--- src/hdl/cop_pkg.sv ---
// Shared types, constants and helper functions for the circle octant point generator.
// Depends on nothing; every other file of the block refers to it by scoped names.
`default_nettype none

package cop_pkg;

	// Largest radius that still produces points.
	localparam int RADIUS_MAX = 1 << 8;

	// Widths of the square-root datapath: r*r for a 9-bit radius needs 18 bits.
	localparam int SQ_W = 18;

	// Digit-by-digit square root: nine steps, three per pipeline stage.
	localparam int SQRT_TOP   = 8;
	localparam int SQRT_STEPS = 3;

	// Eight symmetric points per column.
	localparam int POINTS = 8;
	localparam int IDX_W  = $clog2(POINTS);
	localparam logic [IDX_W-1:0] LAST_IDX = IDX_W'(POINTS - 1);

	typedef struct packed {
		logic [SQ_W-1:0] rem;
		logic [SQ_W-1:0] res;
	} sq_t;

	// One column after the square root, handed to the point serializer.
	typedef struct packed {
		logic signed [15:0] cx;
		logic signed [15:0] cy;
		logic [8:0]         col;
		logic [8:0]         h;
	} item_t;

	// Serializer status, watched by the top level.
	typedef struct packed {
		logic             busy;
		logic [IDX_W-1:0] idx;
	} ser_stat_t;

	// How a point index maps to its offsets.
	typedef struct packed {
		logic swap;  // x takes h and y takes c
		logic xneg;
		logic yneg;
	} pt_sel_t;

	function automatic sq_t sqrt_step(sq_t cur, int s);
		logic [SQ_W-1:0] b;
		logic [SQ_W-1:0] t;
		sq_t             nxt;
		b = SQ_W'(1) << (2 * s);
		t = cur.res + b;
		if (cur.rem >= t) begin
			nxt.rem = cur.rem - t;
			nxt.res = (cur.res >> 1) + b;
		end else begin
			nxt.rem = cur.rem;
			nxt.res = cur.res >> 1;
		end
		return nxt;
	endfunction

	function automatic sq_t sqrt_stage(sq_t cur, int hi_step);
		sq_t acc;
		acc = cur;
		for (int k = 0; k < SQRT_STEPS; k++) begin
			acc = sqrt_step(acc, hi_step - k);
		end
		return acc;
	endfunction

	// Order: (c,h) (c,-h) (-c,h) (-c,-h) (h,c) (h,-c) (-h,c) (-h,-c).
	function automatic pt_sel_t point_sel(logic [IDX_W-1:0] idx);
		pt_sel_t sel;
		sel.swap = idx[2];
		sel.xneg = idx[1];
		sel.yneg = idx[0];
		return sel;
	endfunction

endpackage

`default_nettype wire

--- src/hdl/cop_point_ser.sv ---
// Point serializer: expands one column into eight points behind an output register.
// Depends on cop_pkg for the item type, status type and the point ordering.
`default_nettype none

module cop_point_ser (
	input  wire logic                clk,
	input  wire logic                arst_n,
	input  wire logic                item_valid,
	input  wire cop_pkg::item_t      item,
	output logic                     item_ready,
	output logic                     out_valid,
	input  wire logic                out_ready,
	output logic signed [16:0]       point_x,
	output logic signed [16:0]       point_y,
	output logic                     last_point,
	output cop_pkg::ser_stat_t       stat
);

	logic                         ser_valid_q;
	logic [cop_pkg::IDX_W-1:0]    idx_q;
	cop_pkg::item_t               item_q;
	logic                         out_valid_q;
	logic signed [16:0]           px_q;
	logic signed [16:0]           py_q;
	logic                         last_q;

	logic                         load_out;
	logic                         take;
	logic                         done;
	cop_pkg::pt_sel_t             sel;
	logic [8:0]                   off_x;
	logic [8:0]                   off_y;
	logic signed [16:0]           sx;
	logic signed [16:0]           sy;
	logic signed [16:0]           px_d;
	logic signed [16:0]           py_d;

	assign load_out   = !out_valid_q || out_ready;
	assign take       = ser_valid_q && load_out;
	assign done       = take && (idx_q == cop_pkg::LAST_IDX);
	assign item_ready = !ser_valid_q || done;

	always_comb begin
		sel   = cop_pkg::point_sel(idx_q);
		off_x = sel.swap ? item_q.h : item_q.col;
		off_y = sel.swap ? item_q.col : item_q.h;
		sx    = {item_q.cx[15], item_q.cx};
		sy    = {item_q.cy[15], item_q.cy};
		px_d  = sel.xneg ? sx - $signed({8'b0, off_x}) : sx + $signed({8'b0, off_x});
		py_d  = sel.yneg ? sy - $signed({8'b0, off_y}) : sy + $signed({8'b0, off_y});
	end

	always_ff @(posedge clk or negedge arst_n) begin
		if (!arst_n) begin
			ser_valid_q <= 1'b0;
			idx_q       <= '0;
			out_valid_q <= 1'b0;
		end else begin
			if (item_ready) begin
				ser_valid_q <= item_valid;
				idx_q       <= '0;
			end else if (take) begin
				idx_q <= idx_q + 1'b1;
			end
			if (load_out) begin
				out_valid_q <= ser_valid_q;
			end
		end
	end

	always_ff @(posedge clk) begin
		if (item_ready && item_valid) begin
			item_q <= item;
		end
		if (load_out) begin
			px_q   <= px_d;
			py_q   <= py_d;
			last_q <= (idx_q == cop_pkg::LAST_IDX);
		end
	end

	assign out_valid  = out_valid_q;
	assign point_x    = px_q;
	assign point_y    = py_q;
	assign last_point = last_q;
	assign stat.busy  = ser_valid_q;
	assign stat.idx   = idx_q;

endmodule

`default_nettype wire

--- src/hdl/circle_octant_point_generator.sv ---
// Top level of the circle octant point generator: squaring, octant test, pipelined square root.
// Depends on cop_pkg and instantiates cop_point_ser for the eight-point output sequence.
`default_nettype none

//  channel | signals                                   | transfer when
//  --------+-------------------------------------------+---------------------------
//  input   | center_x, center_y, radius, column        | in_valid && in_ready
//  output  | point_x, point_y, last_point              | out_valid && out_ready
//
// A column that lies inside the octant gives eight points, one per cycle while out_ready allows;
// a new column enters the serializer only with the last point of the one before.
// A column with zero radius, a radius above the maximum or 2*c*c > r*r gives no point and
// is dropped before stage 2, so such items are taken one per cycle unless stage 2 is stalled.
// With no stall, an input passes stages 1 to 5, the serializer's item register and its output
// register before out_valid rises.
// Reset (arst_n low) empties every stage at once. A stall on the output backs up stage by
// stage through per-stage ready signals; no item is lost or repeated.

module circle_octant_point_generator (
	input  wire logic               clk,
	input  wire logic               arst_n,
	input  wire logic               in_valid,
	output logic                    in_ready,
	input  wire logic signed [15:0] center_x,
	input  wire logic signed [15:0] center_y,
	input  wire logic [8:0]         radius,
	input  wire logic [8:0]         column,
	output logic                    out_valid,
	input  wire logic               out_ready,
	output logic signed [16:0]      point_x,
	output logic signed [16:0]      point_y,
	output logic                    last_point
);

	// Stage 1: registered inputs and the two squares.
	logic                          v_s1;
	logic signed [15:0]            cx_s1;
	logic signed [15:0]            cy_s1;
	logic [8:0]                    rad_s1;
	logic [8:0]                    col_s1;
	logic [cop_pkg::SQ_W-1:0]      rr_s1;
	logic [cop_pkg::SQ_W-1:0]      cc_s1;

	// Stage 2: octant test done, remainder r*r - c*c ready for the root.
	logic                          v_s2;
	logic signed [15:0]            cx_s2;
	logic signed [15:0]            cy_s2;
	logic [8:0]                    col_s2;
	cop_pkg::sq_t                  sq_s2;

	// Stages 3 to 5: three root steps each.
	logic                          v_s3;
	logic signed [15:0]            cx_s3;
	logic signed [15:0]            cy_s3;
	logic [8:0]                    col_s3;
	cop_pkg::sq_t                  sq_s3;

	logic                          v_s4;
	logic signed [15:0]            cx_s4;
	logic signed [15:0]            cy_s4;
	logic [8:0]                    col_s4;
	cop_pkg::sq_t                  sq_s4;

	logic                          v_s5;
	logic signed [15:0]            cx_s5;
	logic signed [15:0]            cy_s5;
	logic [8:0]                    col_s5;
	cop_pkg::sq_t                  sq_s5;

	logic                          rdy_s1;
	logic                          rdy_s2;
	logic                          rdy_s3;
	logic                          rdy_s4;
	logic                          rdy_s5;
	logic                          ser_ready;

	logic [cop_pkg::SQ_W-1:0]      rr_d;
	logic [cop_pkg::SQ_W-1:0]      cc_d;
	logic                          keep;
	cop_pkg::sq_t                  sq_in;
	cop_pkg::item_t                item;
	cop_pkg::ser_stat_t            ser_stat;

	// A stage takes new contents when it is empty or its contents move on.
	assign rdy_s5   = !v_s5 || ser_ready;
	assign rdy_s4   = !v_s4 || rdy_s5;
	assign rdy_s3   = !v_s3 || rdy_s4;
	assign rdy_s2   = !v_s2 || rdy_s3;
	assign rdy_s1   = !v_s1 || rdy_s2;
	assign in_ready = rdy_s1;

	assign rr_d = {9'b0, radius} * {9'b0, radius};
	assign cc_d = {9'b0, column} * {9'b0, column};

	// The exact integer form of c <= r / sqrt(2) is 2*c*c <= r*r.
	assign keep = (rad_s1 != 9'd0)
		&& (rad_s1 <= 9'(cop_pkg::RADIUS_MAX))
		&& ({cc_s1, 1'b0} <= {1'b0, rr_s1});

	assign sq_in.rem = rr_s1 - cc_s1;
	assign sq_in.res = '0;

	always_ff @(posedge clk or negedge arst_n) begin
		if (!arst_n) begin
			v_s1 <= 1'b0;
			v_s2 <= 1'b0;
			v_s3 <= 1'b0;
			v_s4 <= 1'b0;
			v_s5 <= 1'b0;
		end else begin
			if (rdy_s1) v_s1 <= in_valid;
			if (rdy_s2) v_s2 <= v_s1 && keep;
			if (rdy_s3) v_s3 <= v_s2;
			if (rdy_s4) v_s4 <= v_s3;
			if (rdy_s5) v_s5 <= v_s4;
		end
	end

	always_ff @(posedge clk) begin
		if (rdy_s1) begin
			cx_s1  <= center_x;
			cy_s1  <= center_y;
			rad_s1 <= radius;
			col_s1 <= column;
			rr_s1  <= rr_d;
			cc_s1  <= cc_d;
		end
		if (rdy_s2) begin
			cx_s2  <= cx_s1;
			cy_s2  <= cy_s1;
			col_s2 <= col_s1;
			sq_s2  <= sq_in;
		end
		if (rdy_s3) begin
			cx_s3  <= cx_s2;
			cy_s3  <= cy_s2;
			col_s3 <= col_s2;
			sq_s3  <= cop_pkg::sqrt_stage(sq_s2, cop_pkg::SQRT_TOP);
		end
		if (rdy_s4) begin
			cx_s4  <= cx_s3;
			cy_s4  <= cy_s3;
			col_s4 <= col_s3;
			sq_s4  <= cop_pkg::sqrt_stage(sq_s3, cop_pkg::SQRT_TOP - cop_pkg::SQRT_STEPS);
		end
		if (rdy_s5) begin
			cx_s5  <= cx_s4;
			cy_s5  <= cy_s4;
			col_s5 <= col_s4;
			sq_s5  <= cop_pkg::sqrt_stage(sq_s4,
				cop_pkg::SQRT_TOP - 2 * cop_pkg::SQRT_STEPS);
		end
	end

	assign item.cx  = cx_s5;
	assign item.cy  = cy_s5;
	assign item.col = col_s5;
	assign item.h   = sq_s5.res[8:0];

	cop_point_ser u_ser (
		.clk        (clk),
		.arst_n     (arst_n),
		.item_valid (v_s5),
		.item       (item),
		.item_ready (ser_ready),
		.out_valid  (out_valid),
		.out_ready  (out_ready),
		.point_x    (point_x),
		.point_y    (point_y),
		.last_point (last_point),
		.stat       (ser_stat)
	);

	// The finished root of a kept column never exceeds the largest radius.
	a_root_range: assert property (@(posedge clk) disable iff (!arst_n)
		v_s5 |-> (sq_s5.res <= cop_pkg::SQ_W'(cop_pkg::RADIUS_MAX)))
		else $error("square root result out of range");

	// A point index past the first only exists while the serializer holds a column.
	a_ser_idx: assert property (@(posedge clk) disable iff (!arst_n)
		(ser_stat.idx != '0) |-> ser_stat.busy)
		else $error("serializer index advanced without a column");

	// A full stage that cannot move on keeps its item.
	a_s1_hold: assert property (@(posedge clk) disable iff (!arst_n)
		(v_s1 && !rdy_s2) |=> v_s1)
		else $error("stage 1 item lost under stall");

endmodule

`default_nettype wire
--- config.mk ---
export PLATFORM = sky130hd
export DESIGN_NAME = circle_octant_point_generator
export DESIGN_NICKNAME = d
export VERILOG_FILES = /design/src/hdl/cop_pkg.sv /design/src/hdl/cop_point_ser.sv /design/src/hdl/circle_octant_point_generator.sv
export SDC_FILE = /design/constraint.sdc
export NUM_CORES = 1
export LEC_CHECK = 0
export BUFFER_PORTS_ARGS = -buffer_cell sky130_fd_sc_hd__buf_2
export CORE_MARGIN = 5
export CORE_UTILIZATION = 60
export CTS_BUF_LIST = sky130_fd_sc_hd__clkbuf_4 sky130_fd_sc_hd__clkbuf_8 sky130_fd_sc_hd__clkbuf_16
export CTS_CLUSTER_SIZE = 12
export DETAILED_ROUTE_END_ITERATION = 10
export PLACE_DENSITY_LB_ADDON = 0.08
export SYNTH_ARGS = -nofsm -noshare
export SYNTH_HDL_FRONTEND = slang
export SYNTH_HIERARCHICAL = 1
export SYNTH_SLANG_ARGS = --single-unit
--- constraint.sdc ---
create_clock -name clk -period 10.8 [get_ports clk]
set_input_delay 1.08 -clock clk [delete_from_list [all_inputs] [get_ports clk]]
set_output_delay 1.08 -clock clk [all_outputs]
set_load 0.01 [all_outputs]
=== After elaboration in Yosys (flattened, before gate mapping) ===
Index checks and enable logic that the tools add are counted.

* Bits in registers: 444
* Input bits: 54
* Output and inout port bits: 37
* Logic and storage cells: 128

* Add/sub/neg operators: 30
* Multipliers: 2
* Magnitude comparators: 11
* Equal/unequal tests: 1
* Multiplexer cells: 21
* Reduce and logical (&&, ||, !) cells: 22

{| class="wikitable"
|+ Operator list
! cell !! number
|-
| 2-to-1 mux 36 bit || 14
|-
| >= comparator 18 bit || 8
|-
| subtractor 18 bit || 8
|-
| multiplier 9 x 9 -> 18 bit || 2
|-
| adder 16 x 10 -> 17 bit || 2
|-
| 2-to-1 mux 17 bit || 2
|-
| subtractor 16 x 10 -> 17 bit || 2
|-
| 2-to-1 mux 9 bit || 3
|-
| <= comparator 19 x 18 -> 1 bit || 1
|-
| adder 17 x 11 -> 18 bit, second input constant || 1
|-
| adder 17 x 13 -> 18 bit, second input constant || 1
|-
| adder 17 x 15 -> 18 bit, second input constant || 1
|-
| adder 17 x 3 -> 18 bit, second input constant || 1
|-
| adder 17 x 5 -> 18 bit, second input constant || 1
|-
| adder 17 x 7 -> 18 bit, second input constant || 1
|-
| adder 17 x 9 -> 18 bit, second input constant || 1
|-
| adder 18 x 1 -> 18 bit, second input constant || 1
|-
| adder 18 x 11 -> 18 bit, second input constant || 1
|-
| adder 18 x 13 -> 18 bit, second input constant || 1
|-
| adder 18 x 15 -> 18 bit, second input constant || 1
|-
| adder 18 x 3 -> 18 bit, second input constant || 1
|-
| adder 18 x 5 -> 18 bit, second input constant || 1
|-
| adder 18 x 7 -> 18 bit, second input constant || 1
|-
| adder 18 x 9 -> 18 bit, second input constant || 1
|-
| other kinds (12) || 30
|}

=== Depth between registers and ports, before layout ===
* Depth in word-level cells: 16
* Depth in mapped cells: 29
* Gate-level depth less buffers: 26

=== Cells and area by module ===
Netlist, hierarchy kept.

{| class="wikitable"
|+ Modules (own cells, without submodules)
! module !! instances !! cells an instance !! area each (um^2) !! sequential area each (um^2)
|-
| circle_octant_point_generator || 1 || 1491 || 18482.7 || 9674.3
|-
| cop_point_ser || 1 || 443 || 5176.2 || 2677.6
|}

=== Least setup slack after synthesis ===
No wires, ideal clock.

* Path type: reg-to-reg
* Start point: register sq_s3[24] (netlist name)
* End point: register sq_s4[27] (netlist name) (data pin)
* Library setup time: 260 ps
* Data arrival time: 6005 ps
* Required time: 10540 ps
* Slack: 4535 ps
* Stages on the path, launching flop included: 26
* Path buffers: 2
* Period minus slack after synthesis: 6265 ps
* Cells stage by stage: edfxtp_1 > inv_1 > ha_1 > or3b_2 > or4_4 > nand3_4 > mux2_2 > ha_1 > clkbuf_1 > and4_1 > nand4_1 > nor4_1 > a211oi_2 > and3_1 > buf_2 > nand2_1 > clkinv_1 > nor2_1 > xnor2_1 > ha_1 > and3_1 > nand3_1 > mux2i_1 > o41a_1 > nor3_4 > mux2_4

* Cells in the longest elaborated chain, start to end: 10
* Elaborated cells on any way between the ends: 14
* Classes of those cells: 6 x add/sub; 3 x order compare; 5 x mux

{| class="wikitable"
|+ Ends and longest elaborated chain
! element !! line !! text
|-
| start, declared || circle_octant_point_generator.sv:56 || <nowiki>cop_pkg::sq_t sq_s3;</nowiki>
|-
| start signal, assigned || circle_octant_point_generator.sv:138 || <nowiki>sq_s3 <= cop_pkg::sqrt_stage(sq_s2, cop_pkg::SQRT_TOP);</nowiki>
|-
| >= comparator 18 bit || cop_pkg.sv:54 || <nowiki>if (cur.rem >= t) begin</nowiki>
|-
| 2-to-1 mux 36 bit * || cop_pkg.sv:54 ||
|-
| 2-to-1 mux 36 bit * || circle_octant_point_generator.sv:140 || <nowiki>if (rdy_s4) begin</nowiki>
|-
| adder 18 x 9 -> 18 bit || cop_pkg.sv:53 || <nowiki>t = cur.res + b;</nowiki>
|-
| >= comparator 18 bit || cop_pkg.sv:54 ||
|-
| 2-to-1 mux 36 bit * || cop_pkg.sv:54 ||
|-
| 2-to-1 mux 36 bit * || circle_octant_point_generator.sv:140 ||
|-
| adder 18 x 7 -> 18 bit || cop_pkg.sv:53 ||
|-
| subtractor 18 bit / >= comparator 18 bit (equally long branches) || cop_pkg.sv:55, cop_pkg.sv:54 ||
|-
| 2-to-1 mux 36 bit * || cop_pkg.sv:54 ||
|-
| end signal, assigned || circle_octant_point_generator.sv:144 || <nowiki>sq_s4 <= cop_pkg::sqrt_stage(sq_s3, cop_pkg::SQRT_TOP - cop_pkg::SQRT_STEPS);</nowiki>
|-
| end, declared || circle_octant_point_generator.sv:62 || <nowiki>cop_pkg::sq_t sq_s4;</nowiki>
|}

Every way passes the cells marked *; elsewhere a longest branch is shown, timed or not. The select of a mux whose other input is x is not followed.
A chain may end at the register's enable or synchronous reset.

=== Worst setup path after layout ===
* Start point: register sq_s4[9] (netlist name)
* End point: register sq_s5 (netlist bit item[0]) (data pin)

* Cells in the longest elaborated chain, start to end: 11
* Elaborated cells on any way between the ends: 16
* Classes of those cells: 8 x add/sub; 3 x order compare; 5 x mux

{| class="wikitable"
|+ Ends and longest elaborated chain
! element !! line !! text
|-
| adder 18 x 5 -> 18 bit || cop_pkg.sv:53 ||
|-
| >= comparator 18 bit || cop_pkg.sv:54 ||
|-
| 2-to-1 mux 36 bit * || cop_pkg.sv:54 ||
|-
| 2-to-1 mux 36 bit * || circle_octant_point_generator.sv:146 || <nowiki>if (rdy_s5) begin</nowiki>
|-
| adder 18 x 3 -> 18 bit || cop_pkg.sv:53 ||
|-
| >= comparator 18 bit || cop_pkg.sv:54 ||
|-
| 2-to-1 mux 36 bit * || cop_pkg.sv:54 ||
|-
| 2-to-1 mux 36 bit * || circle_octant_point_generator.sv:146 ||
|-
| adder 18 x 1 -> 18 bit || cop_pkg.sv:53 ||
|-
| >= comparator 18 bit || cop_pkg.sv:54 ||
|-
| 2-to-1 mux 9 bit * || cop_pkg.sv:54 ||
|-
| end signal, assigned || circle_octant_point_generator.sv:150 || <nowiki>sq_s5 <= cop_pkg::sqrt_stage(sq_s4,</nowiki>
|-
| end, declared || circle_octant_point_generator.sv:68 || <nowiki>cop_pkg::sq_t sq_s5;</nowiki>
|}

Marked as above.

==> out/summary.txt <==
Peak fanout along the critical path: 15
Routed vias: 14717
Sw Pwr: 2.37 mW
CTS tree: built
DR pass1 iterations: 5
Die Wd: 209 µm
Slew @ Worst Pin: 1.14 ns
Sw Share: 35.0%
Post-CTS resize count: 0
Hold slack: 0.401 ns
Cells after synthesis: 1933
Setup TNS: 0 ns
PwrDens: 258 nW/µm²
Largest net degree at the start of global routing: 67
Synth Cell Area: 23700 µm²
CTS root buf: clkbuf_16
Startpoint types: flop
P&R area growth vs syn: 10.5%
Fillers: 2861
Port bufs: 90
Logic pwr share: 41.7%
Drt wl/cell: 18.3 µm
Final setup violation count: 0
P_int: 4.38 mW
Critical Path RT: 11.10 ns
Number of global-route vias before repair: 15034
Max-slew violation count: 0
Vias per cell: 5.68
Worst path arrival time: 7.40 ns
Slew HR: 24.2%
Syn avg cell area: 12.2 µm²
Total detailed-routing wirelength: 47500 µm
Sequential share of power: 36.4%
H-tree depth: 2
Number of clock buffers inserted by TritonCTS: 43
Detailed placement HPWL: 35800 µm
Fin crit share: 65.7%
Post-Layout Cell Count: 2591
CTS hold repair buffers: 0
Ant diodes: 0
Initial core utilization: 60.9%
Core Util, Final: 67.3%
Post-CTS setup buffer count: 0
Fin crit period: 7.10 ns
MaxCap Viol Count: 0
Gr usage total: 22.0%
Clk_skew: 0.0184 ns
Fmax: 141 MHz
Reg clk slew, reported paths: 0.06 ns
Status: finished clean
Initial antenna violation count: 2
HP Class: flop to flop
Inst Count DP: 2515
Ports: 91
Total gr overflow: 0
Clk network pwr share: 21.9%
Die H: 209 µm
Clk Latency, worst-skew pair: 0.57 ns
Crit. End Element: flop
Syn_nets: 2251
Core area: 38800 µm²
Static Leak: 10.5 nW
RSZ-0062 raised after global routing: no
Row count: 72
Post-DRT Antenna Nets: 0
Die area: 43500 µm²
Power Total: 6.75 mW
Final hold viol count: 0
CTS sink cnt: 413
Initial DRC Count: 958
Crit path kind: flop to flop
Nets: 2360
Clock buffer depth: 3
Share of cells above drive strength 1: 11.0%
GPL Wtd Cong: 0.904
Post-route DRC: 0
First-pass GRT wire length: 77300 µm
Worst-case vdd ir drop: 0.151 mV
Yosys warns: 6
## stage by stage
step	instance area [µm²]	setup slack (ns)
2_1_floorplan	23700	4.53
3_3_place_gp	24700	3.91
3_5_place_dp	24700	3.71
4_1_cts	26100	3.68
5_1_grt	26100	3.01
6_report	26100	3.70
## flip-flops by register name, summed over array words and instances, names as in the netlist, 17 cells and up
register	count
sq_s4	24
u_ser/point_y	17
u_ser/item_q	50
sq_s2	18
u_ser/point_x	17
sq_s3	21
## critical path, cell delays in order (launching register included)
cell	delay, ns
edfxtp_1	0.36
inv_1	0.11
ha_1	0.45
nand4_1	0.16
a211oi_1	0.73
or3_1	0.61
clkinv_1	0.45
ha_1	0.49
nand3b_1	0.10
nor4_1	0.26
o31ai_1	0.19
a21oi_1	0.21
nand2_1	0.10
o31ai_2	0.56
buf_4	0.28
mux2_2	0.34
ha_1	0.30
a21o_1	0.18
a21o_1	0.18
a21oi_1	0.15
o2111ai_1	0.13
a221o_1	0.28
a21oi_1	0.13
nand4_1	0.10
## power groups by stage
stage               Sequential (mW)  Combinational [mW]  Clock, mW
floorplan                      2.47                2.14          0
finish                         2.46                2.81       1.48
CTS                            2.47                2.83       1.51
detailed placement             2.50                2.80          0
global route                   2.49                3.18       1.59
global placement               2.49                2.75          0
## area by class of cell
cell class | count | area [µm²] | area share, %
inverters | 202 | 761 | 2.91
multi-input cells | 1285 | 10400 | 39.9
well taps | 518 | 648 | 2.48
repair buffers | 97 | 503 | 1.92
clock inverters | 12 | 201 | 0.771
clock buffers | 64 | 1240 | 4.75
flip-flops and latches | 413 | 12400 | 47.3
## cells in the final DEF (no fill, tap or decap), types with 11 or more instances in the layout
master	count
o21a_1	14
and2_1	68
xor2_1	38
a211oi_1	11
mux2_2	11
clkbuf_4	20
o31ai_1	11
nor3_1	32
fa_1	72
or2_2	11
nand2_1	89
ha_1	192
a21o_1	34
nor2_1	121
a21oi_1	105
nor2b_1	27
inv_1	198
a31oi_1	13
xnor2_1	90
nand4_1	21
nand3_1	25
mux2i_1	21
a21boi_0	12
buf_2	90
nor4_1	16
o21ai_0	64
nand2b_1	27
clkbuf_16	43
edfxtp_1	403
## per-layer routing
| layer | track usage [%] | share of wire [%] | up-vias |
|---|---|---|---|
| li1 | - | - | 7197 |
| met1 | 28.4 | 42 | 7145 |
| met2 | 38.6 | 51 | 291 |
| met3 | 3.46 | 4.3 | 82 |
| met4 | 6.75 | 2.8 | 2 |
| met5 | 0 | 0.015 | - |
## worst paths after layout
kind / from / to / slack (ns) / depth (start not counted)
worst max-delay path: sq_s4[9] / item[0] / 3.70 / 23
worst min-delay path: col_s2[2] / col_s3[2] / 0.40 / 0
worst max register to register: sq_s4[9] / item[0] / 3.70 / 23
worst min register to register: col_s2[2] / col_s3[2] / 0.40 / 0
max in group asynchronous: arst_n / u_ser/out_valid / 10.07 / 1
min in group asynchronous: arst_n / v_s2 / 0.43 / 1
No activity file was read; power rests on OpenSTA's default activity.
